[config.mk]
export PLATFORM = sky130hd
export DESIGN_NAME = subnet_slot_allocator_core
export DESIGN_NICKNAME = d
export VERILOG_FILES = /design/src/hdl/ssa_pkg.sv /design/src/hdl/ssa_ram.sv /design/src/hdl/ssa_ctrl.sv /design/src/hdl/ssa_dp.sv /design/src/hdl/subnet_slot_allocator_core.sv
export SDC_FILE = /design/constraint.sdc
export NUM_CORES = 2
export LEC_CHECK = 0
export ABC_AREA = 0
export BUFFER_PORTS_ARGS = -buffer_cell sky130_fd_sc_hd__buf_2
export CAP_MARGIN = 0
export CELL_PAD_IN_SITES_DETAIL_PLACEMENT = 1
export CELL_PAD_IN_SITES_GLOBAL_PLACEMENT = 1
export CORE_MARGIN = 5
export CORE_UTILIZATION = 30
export CTS_CLUSTER_SIZE = 28
export DETAILED_ROUTE_END_ITERATION = 8
export PLACE_DENSITY_LB_ADDON = 0.25
export SLEW_MARGIN = 20
export SYNTH_ARGS = -nofsm -noshare
export SYNTH_HDL_FRONTEND = slang
export SYNTH_SLANG_ARGS = --single-unit
[constraint.sdc]
create_clock -name clock -period 9.6 [get_ports clock]
set_input_delay 1.92 -clock clock [delete_from_list [all_inputs] [get_ports clock]]
set_output_delay 1.92 -clock clock [all_outputs]
set_load 0.005 [all_outputs]
[src/hdl/ssa_pkg.sv]
// Shared types and constants of the subnet slot allocator.
// No dependencies; used by every module of the block but ssa_ram.
`default_nettype none

package ssa_pkg;

   localparam int WORD_W        = 32;    // bits of the busy map per memory row
   localparam int BIT_W         = 5;     // bits to select one slot inside a row
   localparam int DEF_MAX_SLOTS = 1024;
   localparam int IP_W          = 32;
   localparam int HANDLE_W      = 16;
   localparam int GRANT_W       = 10;
   localparam int CSR_ADDR_W    = 3;
   localparam int CSR_DATA_W    = 32;

   // Register select, taken from paddr[2]
   localparam logic REG_RANGE_START = 1'b0;
   localparam logic REG_RANGE_END   = 1'b1;

   localparam logic MODE_ACQUIRE = 1'b0;
   localparam logic MODE_RELEASE = 1'b1;

   typedef struct packed {
      logic                mode;
      logic [HANDLE_W-1:0] slot_handle;
   } req_type;

   typedef struct packed {
      logic               ok;
      logic [GRANT_W-1:0] granted_slot;
      logic [IP_W-1:0]    local_addr;
      logic [IP_W-1:0]    remote_addr;
   } rsp_type;

   typedef enum logic [4:0] {
      ST_CLEAR = 5'b00001,
      ST_IDLE  = 5'b00010,
      ST_READ  = 5'b00100,
      ST_SCAN  = 5'b01000,
      ST_EMIT  = 5'b10000
   } state_type;

   typedef struct packed {
      logic row_rst;    // restart the row counter (clearing pass)
      logic clear_row;  // write zero to the current row, advance
      logic load;       // capture the request beat
      logic read;       // read the current row
      logic check;      // evaluate the row read back, update the map
      logic emit;       // load the result register
   } cmd_type;

   typedef struct packed {
      logic cfg_write;  // a register write completes this cycle
      logic clear_last; // clearing pass is at the last row
      logic fail_fast;  // request fails without touching the map
      logic scan_done;  // this check ends the item
      logic out_free;   // result register can take a beat
   } status_type;

endpackage

`default_nettype wire

[src/hdl/ssa_ram.sv]
// Generic single-write, single-read RAM with registered read data.
// No dependencies.
`default_nettype none

module ssa_ram #(
   parameter int WIDTH = 32,
   parameter int DEPTH = 32
) (
   input  wire logic                                  clock,
   input  wire logic                                  wr_en,
   input  wire logic [((DEPTH > 1) ? $clog2(DEPTH) : 1)-1:0] wr_addr,
   input  wire logic [WIDTH-1:0]                      wr_data,
   input  wire logic                                  rd_en,
   input  wire logic [((DEPTH > 1) ? $clog2(DEPTH) : 1)-1:0] rd_addr,
   output      logic [WIDTH-1:0]                      rd_data
);

   logic [WIDTH-1:0] mem_ff [DEPTH];
   logic [WIDTH-1:0] rd_data_ff;

   always_ff @(posedge clock) begin
      if (wr_en) begin
         mem_ff[wr_addr] <= wr_data;
      end
      if (rd_en) begin
         rd_data_ff <= mem_ff[rd_addr];
      end
   end

   assign rd_data = rd_data_ff;

endmodule

`default_nettype wire

[src/hdl/ssa_ctrl.sv]
// Sequencer of the slot allocator: clearing pass, request, row scan, result.
// Depends on ssa_pkg.
`default_nettype none

module ssa_ctrl (
   input  wire logic                clock,
   input  wire logic                reset,
   input  wire logic                req_valid,
   output      logic                req_stall,
   input  wire ssa_pkg::status_type status,
   output      ssa_pkg::cmd_type    cmd
);

   ssa_pkg::state_type state_ff, state_in;

   always_comb begin
      state_in = state_ff;
      cmd      = '0;
      if (status.cfg_write) begin
         // restart the clearing pass on any register write
         cmd.row_rst = 1'b1;
         state_in    = ssa_pkg::ST_CLEAR;
      end else begin
         case (state_ff)
            ssa_pkg::ST_CLEAR: begin
               cmd.clear_row = 1'b1;
               if (status.clear_last) begin
                  state_in = ssa_pkg::ST_IDLE;
               end
            end
            ssa_pkg::ST_IDLE: begin
               if (req_valid) begin
                  cmd.load = 1'b1;
                  state_in = ssa_pkg::ST_READ;
               end
            end
            ssa_pkg::ST_READ: begin
               if (status.fail_fast) begin
                  state_in = ssa_pkg::ST_EMIT;
               end else begin
                  cmd.read = 1'b1;
                  state_in = ssa_pkg::ST_SCAN;
               end
            end
            ssa_pkg::ST_SCAN: begin
               cmd.check = 1'b1;
               if (status.scan_done) begin
                  state_in = ssa_pkg::ST_EMIT;
               end
            end
            ssa_pkg::ST_EMIT: begin
               if (status.out_free) begin
                  cmd.emit = 1'b1;
                  state_in = ssa_pkg::ST_IDLE;
               end
            end
            default: begin
               state_in = ssa_pkg::ST_CLEAR;
            end
         endcase
      end
   end

   always_ff @(posedge clock) begin
      if (reset) begin
         state_ff <= ssa_pkg::ST_CLEAR;
      end else begin
         state_ff <= state_in;
      end
   end

   assign req_stall = (state_ff != ssa_pkg::ST_IDLE) || status.cfg_write;

endmodule

`default_nettype wire

[src/hdl/ssa_dp.sv]
// Datapath of the slot allocator: range registers, busy map, row scan, result.
// Depends on ssa_pkg and ssa_ram.
`default_nettype none

module ssa_dp #(
   parameter int MAX_SLOTS = ssa_pkg::DEF_MAX_SLOTS
) (
   input  wire logic                               clock,
   input  wire logic                               reset,
   input  wire logic                               csr_psel,
   input  wire logic                               csr_penable,
   input  wire logic                               csr_pwrite,
   input  wire logic [ssa_pkg::CSR_ADDR_W-1:0]     csr_paddr,
   input  wire logic [ssa_pkg::CSR_DATA_W-1:0]     csr_pwdata,
   output      logic [ssa_pkg::CSR_DATA_W-1:0]     csr_prdata,
   input  wire ssa_pkg::req_type                   req_data,
   output      logic                               rsp_valid,
   input  wire logic                               rsp_stall,
   output      ssa_pkg::rsp_type                   rsp_data,
   input  wire ssa_pkg::cmd_type                   cmd,
   output      ssa_pkg::status_type                status
);

   localparam int ROWS   = (MAX_SLOTS + ssa_pkg::WORD_W - 1) / ssa_pkg::WORD_W;
   localparam int ROW_W  = (ROWS > 1) ? $clog2(ROWS) : 1;
   localparam int SLOT_W = (MAX_SLOTS > 1) ? $clog2(MAX_SLOTS) : 1;
   localparam int CNT_W  = $clog2(MAX_SLOTS + 1);
   localparam int W      = ssa_pkg::WORD_W;

   // Configuration registers
   logic [ssa_pkg::IP_W-1:0] start_ff, end_ff;
   logic                     cfg_wr;

   assign cfg_wr = csr_psel && csr_penable && csr_pwrite;

   always_ff @(posedge clock) begin
      if (reset) begin
         start_ff <= '0;
         end_ff   <= '0;
      end else if (cfg_wr) begin
         if (csr_paddr[2] == ssa_pkg::REG_RANGE_START) begin
            start_ff <= csr_pwdata;
         end else begin
            end_ff <= csr_pwdata;
         end
      end
   end

   assign csr_prdata = (csr_paddr[2] == ssa_pkg::REG_RANGE_START) ? start_ff : end_ff;

   // Pool base (in units of four addresses) and saturated slot count
   logic [29:0]      base_ff;
   logic [CNT_W-1:0] count_ff, count_in;
   logic [32:0]      top33, base33, diff33;
   logic [30:0]      blocks;

   always_comb begin
      top33    = {1'b0, end_ff | 32'd3} + 33'd1;
      base33   = {1'b0, start_ff & ~32'd3};
      diff33   = top33 - base33;
      blocks   = diff33[32:2];
      if (top33 <= base33) begin
         count_in = '0;
      end else if (blocks > 31'(MAX_SLOTS)) begin
         count_in = CNT_W'(MAX_SLOTS);
      end else begin
         count_in = CNT_W'(blocks);
      end
   end

   always_ff @(posedge clock) begin
      base_ff  <= start_ff[31:2];
      count_ff <= count_in;
   end

   // Request registers
   logic                         mode_ff;
   logic [ssa_pkg::HANDLE_W-1:0] handle_ff;
   logic [ROW_W-1:0]             row_ff;
   logic [SLOT_W-1:0]            slot_ff;
   logic                         ok_ff;

   // Busy map memory
   logic             wr_en, rd_en;
   logic [ROW_W-1:0] rd_addr;
   logic [W-1:0]     wr_data, rd_data;

   ssa_ram #(
      .WIDTH (W),
      .DEPTH (ROWS)
   ) u_map (
      .clock   (clock),
      .wr_en   (wr_en),
      .wr_addr (row_ff),
      .wr_data (wr_data),
      .rd_en   (rd_en),
      .rd_addr (rd_addr),
      .rd_data (rd_data)
   );

   // Row evaluation
   logic [31:0]             cnt32;
   logic [ROW_W-1:0]        last_row;
   logic [ssa_pkg::BIT_W-1:0] part;
   logic                    is_last, partial, is_release, in_range, hit;
   logic [W-1:0]            valid_mask, free_vec, low_vec, rel_bit;
   logic [ssa_pkg::BIT_W-1:0] free_idx;

   always_comb begin
      cnt32      = 32'(count_ff);
      last_row   = ROW_W'((cnt32 - 32'd1) >> ssa_pkg::BIT_W);
      part       = cnt32[ssa_pkg::BIT_W-1:0];
      is_last    = (row_ff == last_row);
      partial    = is_last && (part != '0);
      is_release = (mode_ff == ssa_pkg::MODE_RELEASE);
      in_range   = ({1'b0, handle_ff} < 17'(count_ff));
      for (int j = 0; j < W; j++) begin
         valid_mask[j] = !partial || (ssa_pkg::BIT_W'(j) < part);
      end
      free_vec = ~rd_data & valid_mask;
      hit      = |free_vec;
      // isolate the lowest free slot, then encode it
      low_vec  = free_vec & (~free_vec + W'(1));
      free_idx = '0;
      for (int k = 0; k < ssa_pkg::BIT_W; k++) begin
         for (int j = 0; j < W; j++) begin
            if (((j >> k) & 1) == 1) begin
               free_idx[k] = free_idx[k] | low_vec[j];
            end
         end
      end
      rel_bit = W'(1) << handle_ff[ssa_pkg::BIT_W-1:0];
   end

   // Memory port control
   always_comb begin
      wr_en   = cmd.clear_row || (cmd.check && (is_release || hit));
      if (cmd.clear_row) begin
         wr_data = '0;
      end else if (is_release) begin
         wr_data = rd_data & ~rel_bit;
      end else begin
         wr_data = rd_data | low_vec;
      end
      // during a scan, fetch the next row ahead
      rd_en   = cmd.read || (cmd.check && !is_release && !hit && !is_last);
      rd_addr = cmd.check ? row_ff + ROW_W'(1) : row_ff;
   end

   // Hold the row counter at zero through reset so the clearing pass starts at row 0
   always_ff @(posedge clock) begin
      if (reset || cmd.row_rst) begin
         row_ff <= '0;
      end else if (cmd.clear_row) begin
         row_ff <= row_ff + ROW_W'(1);
      end else if (cmd.load) begin
         mode_ff   <= req_data.mode;
         handle_ff <= req_data.slot_handle;
         ok_ff     <= 1'b0;
         slot_ff   <= '0;
         if (req_data.mode == ssa_pkg::MODE_RELEASE) begin
            row_ff <= ROW_W'(req_data.slot_handle >> ssa_pkg::BIT_W);
         end else begin
            row_ff <= '0;
         end
      end else if (cmd.check) begin
         if (is_release) begin
            ok_ff <= 1'b1;
         end else if (hit) begin
            ok_ff   <= 1'b1;
            slot_ff <= SLOT_W'({row_ff, free_idx});
         end else if (!is_last) begin
            row_ff <= row_ff + ROW_W'(1);
         end
      end
   end

   // Result register
   logic             rsp_valid_ff;
   ssa_pkg::rsp_type rsp_ff;
   logic [29:0]      blk_sum;
   logic             acq_ok;

   assign blk_sum = base_ff + 30'(slot_ff);
   assign acq_ok  = ok_ff && (mode_ff == ssa_pkg::MODE_ACQUIRE);

   always_ff @(posedge clock) begin
      if (reset) begin
         rsp_valid_ff <= 1'b0;
      end else if (cmd.emit) begin
         rsp_valid_ff <= 1'b1;
      end else if (!rsp_stall) begin
         rsp_valid_ff <= 1'b0;
      end
   end

   always_ff @(posedge clock) begin
      if (cmd.emit) begin
         rsp_ff.ok           <= ok_ff;
         rsp_ff.granted_slot <= acq_ok ? ssa_pkg::GRANT_W'(slot_ff) : '0;
         rsp_ff.local_addr   <= acq_ok ? {blk_sum, 2'b01} : '0;
         rsp_ff.remote_addr  <= acq_ok ? {blk_sum, 2'b10} : '0;
      end
   end

   assign rsp_valid = rsp_valid_ff;
   assign rsp_data  = rsp_ff;

   // Status to the sequencer
   always_comb begin
      status.cfg_write  = cfg_wr;
      status.clear_last = (row_ff == ROW_W'(ROWS - 1));
      status.fail_fast  = is_release ? !in_range : (count_ff == '0);
      status.scan_done  = is_release || hit || is_last;
      status.out_free   = !rsp_valid_ff || !rsp_stall;
   end

endmodule

`default_nettype wire

[src/hdl/subnet_slot_allocator_core.sv]
// Slot allocator for /30 point-to-point blocks, first fit over a busy map.
// Acquire scans from row 0 (32 slots a row, one row read per cycle from the map RAM) to the
// first row with a free slot or the last row; release reads only the row of its slot; failing
// release or empty-pool acquire skips the map. One item in flight; the next beat is taken
// once it finishes. Reset (synchronous, active high) and every register write start a
// clearing pass of ceil(MAX_SLOTS/32) rows (32 at 1024 slots), during which no beat is taken.
`default_nettype none

module subnet_slot_allocator_core #(
   parameter int MAX_SLOTS = ssa_pkg::DEF_MAX_SLOTS
) (
   input  wire logic                           clock,
   input  wire logic                           reset,
   // request channel
   input  wire logic                           req_valid,
   output      logic                           req_stall,
   input  wire ssa_pkg::req_type               req_data,
   // result channel
   output      logic                           rsp_valid,
   input  wire logic                           rsp_stall,
   output      ssa_pkg::rsp_type               rsp_data,
   // register port
   input  wire logic                           csr_psel,
   input  wire logic                           csr_penable,
   input  wire logic                           csr_pwrite,
   input  wire logic [ssa_pkg::CSR_ADDR_W-1:0] csr_paddr,
   input  wire logic [ssa_pkg::CSR_DATA_W-1:0] csr_pwdata,
   output      logic [ssa_pkg::CSR_DATA_W-1:0] csr_prdata,
   output      logic                           csr_pready
);

   ssa_pkg::cmd_type    cmd;
   ssa_pkg::status_type status;

   // Register port never waits
   assign csr_pready = 1'b1;

   // Sequencer: clearing pass, request capture, row scan, result hand-off
   ssa_ctrl u_ctrl (
      .clock     (clock),
      .reset     (reset),
      .req_valid (req_valid),
      .req_stall (req_stall),
      .status    (status),
      .cmd       (cmd)
   );

   // Datapath: range registers, busy map RAM, first-fit row evaluation, result register
   ssa_dp #(
      .MAX_SLOTS (MAX_SLOTS)
   ) u_dp (
      .clock       (clock),
      .reset       (reset),
      .csr_psel    (csr_psel),
      .csr_penable (csr_penable),
      .csr_pwrite  (csr_pwrite),
      .csr_paddr   (csr_paddr),
      .csr_pwdata  (csr_pwdata),
      .csr_prdata  (csr_prdata),
      .req_data    (req_data),
      .rsp_valid   (rsp_valid),
      .rsp_stall   (rsp_stall),
      .rsp_data    (rsp_data),
      .cmd         (cmd),
      .status      (status)
   );

endmodule

`default_nettype wire

# ---- Word-level counts from Yosys, hierarchy flattened
# Memories as Yosys holds them, arrays and structs flattened. A register that Yosys moved wholly into a read port is not among the register bits.
# Index checks and enable logic that the tools add are counted.
dict set report word_totals {
  n_memories 1
  output_inout_bits 110
  wordCells 274
  mem_bits_rw 1024
  register_bits 189
  in_bits 59
}
# name words word_bits rd rd_ports_with_merged_regs wr line
set mem_list {}
lappend mem_list {u_dp.u_map.mem_ff 32 32 1 1 1 ssa_ram.sv:18} ;# logic [WIDTH-1:0] mem_ff [DEPTH];
dict set report op_classes {
  bitwise 86
  n_addsub 6
  order_cmp 35
  n_mux 41
  n_eq_ne 17
  n_reduce_logical 70
  shift 1
}
# op n
set op_table {}
lappend op_table {{$and A32 B32 Y32} 3}
lappend op_table {{$mux W32} 3}
lappend op_table {{$not A32 Y32} 3}
lappend op_table {{$lt A5 B5 Y1 const A} 16}
lappend op_table {{$or A1 B1 Y1} 75}
lappend op_table {{$mux W5} 14}
lappend op_table {{$lt A4 B5 Y1 const A} 8}
lappend op_table {{$logic_or A1 B1 Y1} 39}
lappend op_table {{$add A32 B1 Y33 const B} 1}
lappend op_table {{$le A33 B32 Y1} 1}
lappend op_table {{$sub A33 B32 Y33} 1}
lappend op_table {{$add A32 B1 Y32 const B} 1}
lappend op_table {{$or A32 B32 Y32} 1}
lappend op_table {{$reduce_or A32 Y1} 1}
lappend op_table {{$shl A1 B5 Y32 const A} 1}
lappend op_table {{$gt A31 B11 Y1 const B} 1}
lappend op_table {{$add A30 B10 Y30} 1}
lappend op_table {{$mux W10} 3}
lappend op_table {{$pmux W5 S5} 1}
lappend op_table {{$lt A3 B5 Y1 const A} 4}
lappend op_table {{$mux W1} 18}
lappend op_table {{$lt A16 B11 Y1} 1}
lappend op_table {{$reduce_and A4 Y1} 3}
lappend op_table {{$logic_not A11 Y1} 1}
lappend op_table {{other kinds (26)} 55}

# ---- Depth between registers and ports, before layout
dict set report logic_depth {
  ltp_word 27
  mapped_depth 21
}

# ---- By module
# Synthesis repeated with hierarchy kept, for this count alone.
dict set report unflattened {
  hier_cells 3833
  hier_area_um2 53368.7
}
# module area_per_inst_um2 cells_per_inst n_inst
set by_module_without_submodules {}
lappend by_module_without_submodules {ssa_ram 40812.9 2260 1}
lappend by_module_without_submodules {ssa_dp 12182.9 1526 1}
lappend by_module_without_submodules {ssa_ctrl 361.6 45 1}
lappend by_module_without_submodules {subnet_slot_allocator_core 11.3 2 1}

# ---- Least setup slack after synthesis
# OpenSTA, ideal clock, no wires.
dict set report synth_path {
  kind {in2reg}
  startpoint {in csr_pwrite}
  endpoint {mem u_dp.u_map.mem_ff[29][0] (enable)}
  required_time_ns 9.132
  t_arrival_ns 5.340
  cell_stages 6
  setup_ns 0.468
  path_slack_ns 3.792
  cell_sequence {and3_1 clkbuf_1 nor3_1 a21oi_4 buf_4 nor3b_1}
}
dict set report synth_via {
  elab_chain_len 6
}
# item line
set synth_lines {}
lappend synth_lines {{from (decl)} subnet_slot_allocator_core.sv:25} ;# input wire logic csr_pwrite,
lappend synth_lines {{$logic_and A1 B1 Y1 *} ssa_dp.sv:34} ;# assign cfg_wr = csr_psel && csr_penable && csr_pwrite;
lappend synth_lines {{$mux W5 *} ssa_ctrl.sv:19} ;# if (status.cfg_write) begin
lappend synth_lines {{$logic_and A1 B1 Y1} ssa_dp.sv:137} ;# wr_en = cmd.clear_row || (cmd.check && (is_release || hit));
lappend synth_lines {{$logic_or A1 B1 Y1 *} ssa_dp.sv:137}
lappend synth_lines {{$mux W1 *} ssa_ram.sv:22} ;# if (wr_en) begin
lappend synth_lines {{$mux W1 (not written as such) *} ssa_ram.sv:23} ;# mem_ff[wr_addr] <= wr_data;
lappend synth_lines {{to (decl)} ssa_ram.sv:18}
# Mark *: on every way between the ends. The rest lies on a longest branch, timed or not.

# ---- Worst setup path after layout
dict set report layout_path {
  startpoint {reg u_dp.count_ff[3]}
  endpoint {mem u_dp.u_map.mem_ff[12][28] (enable)}
}
dict set report layout_via {
  elab_chain_len 12
  word_cells_on_any_way 76
}
# item line
set layout_lines {}
lappend layout_lines {{from (decl)} ssa_dp.sv:53} ;# logic [CNT_W-1:0] count_ff, count_in;
lappend layout_lines {{from (signal assigned)} ssa_dp.sv:73} ;# count_ff <= count_in;
lappend layout_lines {{$sub A10 B1 Y10} ssa_dp.sv:111} ;# last_row = ROW_W'((cnt32 - 32'd1) >> ssa_pkg::BIT_W);
lappend layout_lines {{$eq A5 B5 Y1} ssa_dp.sv:113} ;# is_last = (row_ff == last_row);
lappend layout_lines {{$logic_and A1 B1 Y1} ssa_dp.sv:114} ;# partial = is_last && (part != '0);
lappend layout_lines {{$logic_not A1 Y1} ssa_dp.sv:118} ;# valid_mask[j] = !partial || (ssa_pkg::BIT_W'(j) < part);
lappend layout_lines {{$logic_or A1 B1 Y1} ssa_dp.sv:118}
lappend layout_lines {{$and A32 B32 Y32 *} ssa_dp.sv:120} ;# free_vec = ~rd_data & valid_mask;
lappend layout_lines {{$reduce_or A32 Y1 *} ssa_dp.sv:121} ;# hit = |free_vec;
lappend layout_lines {{$logic_or A1 B1 Y1 *} ssa_dp.sv:137}
lappend layout_lines {{$logic_and A1 B1 Y1 *} ssa_dp.sv:137}
lappend layout_lines {{$logic_or A1 B1 Y1 *} ssa_dp.sv:137}
lappend layout_lines {{$mux W1 *} ssa_ram.sv:22}
lappend layout_lines {{$mux W1 (not written as such) *} ssa_ram.sv:23}
# Marks and branches as above.

==> results.md <==
* Leading area contributor after synthesis: edfxtp_1
* RePlAce Congestion at 0.897
* DP HPWL at 88.0 mm
* Unrepaired setup endpoints after global routing: false
* Fin. Hold Viols at 0
* Final Setup Violations at 0
* Die height at 428 um
* Relative slew slack at 0.237
* Yosys top cell area share at 0.645
* DP Cell Count at 5511
* Clock skew at 0.0479 ns
* H-Tree Depth at 4
* Worst Path Required at 10.00 ns
* # diodes at 0
* CTS tree: built
* Yosys warns at 0
* Global-route wire length before repair at 221 mm
* EDFF count, synth at 1126
* R2r setup slk at 2.64 ns
* CP max-delay cell: dfxtp_1
* Congestion Overflow GR at 0
* Slew Viols, Final at 0
* WP data arrival at 7.35 ns
* Setup TNS at 0 ns
* Vias at 29706
* P_leak at 20.0 nW
* Max Cap Violations at 0
* Pin count of the biggest net entering global routing at 140
* Share of post-route cells with drive strength above 1 at 0.262
* Nets at 3445
* Least-Margin Pin Slew at 1.14 ns
* Synthesized instance count at 3118
* CTS hold repair buffers at 0
* Area of the die at 0.183 mm^2
* Non-filler cells, final at 5760
* Inserted Clock Buffers at 138
* Post-synthesis cell type count at 81
* Critical path launch point type: flop
* I/O pin total at 169
* Sequential fraction of the synthesis area at 0.690
* Post-CTS setup buffers at 0
* Final Core Density at 0.350
* Die X at 428 um
* Max VDD drop at 0.179 mV
* Outcome: completed
* Drt via density at 5.16
* Pwr/cell area at 199 mW/mm^2
* Cell depth of the worst hold path at 0
* Post-Syn Area at 0.0524 mm^2
* Most frequent cell after synthesis: edfxtp_1
* Post-cts resize count at 0
* Synth top area cells: edfxtp_1 (65%), mux4_2 (14%), dfxtp_1 (4.4%), nand2_1 (1.8%), a21oi_1 (1.6%)
* Clock Latency Late Sink at 0.79 ns
* Residual DRC at 0
* Min-Delay Path Class: flop to flop
* Commonest cells in the netlist: edfxtp_1 (1126), mux4_2 (320), nand2_1 (255)
* Wire per inst at 26.5 um
* Row Count at 153
* Area Overhead vs Synth at 16.2%
* Initial antenna violation count at 1
* Seq cells post-synth at 1242
* Clock-pin slew of the registers on the worst-case setup and hold paths at 0.06 ns
* GRT Overall Usage at 0.163
* Clk sink count at 1242
* Top FF cell, synth: edfxtp_1
* Crit path cell chain: or4_4, nor2_1, o32a_1, a211oi_4, a31oi_1, nor4_4, nand2_1, or4_4, a21oi_4, buf_4, nor2_4, buf_4
* Final worst-path cycle share at 0.725
* Final hold slack at 0.366 ns
* Area of the core at 0.174 mm^2
* CTS Buffer Depth at 3
* Antenna Nets Post-Route at 0
* Reg2reg path depth at 12
* CP Class: flop to flop
* CTS root buf: clkbuf_16
* Port bufs at 163
* Worst setup EP type: flop
* Initial Util at 0.301
* Setup ws final at 2.64 ns
* Syn Area/Cell at 16.8 um^2
* Fmax at 0.144 GHz
* Setup Slack @ Placement at 2.77 ns
* Synth async-reset ratio at 0
* Vias in the first global route at 30792
* DR iter-0 viols at 2377
* Critical path peak fanout at 32
* WL final at 153 mm
* DRT Pass-1 Iters at 5
* CP peak stage delay at 0.96 ns
* Final min period at 6.96 ns
-- layer usage --
| layer | global-route usage | share of wire |
|---|---|---|
| met3 | 0.0274 | 0.048 |
| met2 | 0.259 | 0.47 |
| met5 | 0 | 0 |
| met1 | 0.230 | 0.46 |
| met4 | 0.0495 | 0.027 |
-- area by class of cell --
| cell class | count | area (um^2) |
|---|---|---|
| clock buffers | 173 | 3660 |
| clock inverters | 74 | 743 |
| fillers | 17639 | 113000 |
| inverters | 77 | 289 |
| multi-input cells | 1616 | 15600 |
| flip-flops and latches | 1242 | 36100 |
| well taps | 2325 | 2910 |
| repair buffers | 253 | 1560 |
-- registers in the layout, summed over array words and instances, names as in the netlist, 5 cells and up --
register,cells
u_ctrl.state_ff,5
u_dp.rsp_data,42
u_dp.base_ff,30
u_dp.count_ff,11
u_dp.u_map.rd_data,32
u_dp.slot_ff,10
u_dp.end_ff,32
u_dp.handle_ff,16
u_dp.u_map.mem_ff,1024
u_dp.start_ff,32
u_dp.row_ff,5
-- through the flow --
stage,instance area [um^2],total power [mW]
floorplan,52400,6.80
global placement,56400,7.13
detailed placement,56400,7.14
global route,60900,12.6
finish,60900,12.1
CTS,60800,12.3
-- power by group --
group          internal, mW  switching [mW]
Clock                  2.92            2.21
Combinational         0.487           0.557
Sequential             5.94          0.0251
-- cells by family after synthesis --
group | share of synthesized area
other | 0.000143
adders and majority gates | 0.0141
AOI/OAI and AO/OA | 0.0536
DFF | 0.690
and+or+nand+nor | 0.0640
muxes | 0.146
buffers and inverters | 0.0216
xor gates and xnor gates | 0.0105
-- worst paths after layout --
kind                                       start                                   to
setup reg to reg     u_dp.count_ff[3]$_SDFF_PP0_  u_dp.u_map.mem_ff[12][28]$_DFFE_PP_
hold reg to reg   u_dp.start_ff[19]$_SDFFE_PP0P_             u_dp.base_ff[17]$_DFF_P_
setup / recovery     u_dp.count_ff[3]$_SDFF_PP0_  u_dp.u_map.mem_ff[12][28]$_DFFE_PP_
hold / removal    u_dp.start_ff[19]$_SDFFE_PP0P_             u_dp.base_ff[17]$_DFF_P_
-- worst max-delay path, delay by kind of cell (launching register included) --
kind / cells / cell delay (ns)
buffers and inverters: 2 / 0.76
AO/OA/AOI/OAI: 4 / 2.69
AND/OR/NAND/NOR: 6 / 2.06
flip-flops: 1 / 0.96
-- placed cells by master, fill, tap and decap left out, types with 23 or more instances in the layout --
| master | count |
|---|---|
| xnor2_1 | 41 |
| nand2_1 | 255 |
| nor4_1 | 23 |
| a31oi_1 | 23 |
| clkinv_1 | 24 |
| a21oi_1 | 150 |
| clkinv_2 | 28 |
| and2_1 | 23 |
| inv_1 | 75 |
| nor2_1 | 83 |
| nand3_1 | 56 |
| a21o_1 | 32 |
| buf_4 | 83 |
| and3_1 | 25 |
| mux2_2 | 37 |
| edfxtp_1 | 1126 |
| buf_2 | 163 |
| clkbuf_16 | 141 |
| clkbuf_1 | 31 |
| mux4_2 | 320 |
| dfxtp_1 | 116 |
| o21ai_0 | 111 |
| nor3_1 | 41 |
| ha_1 | 56 |
No activity file was read; power rests on OpenSTA's default activity.
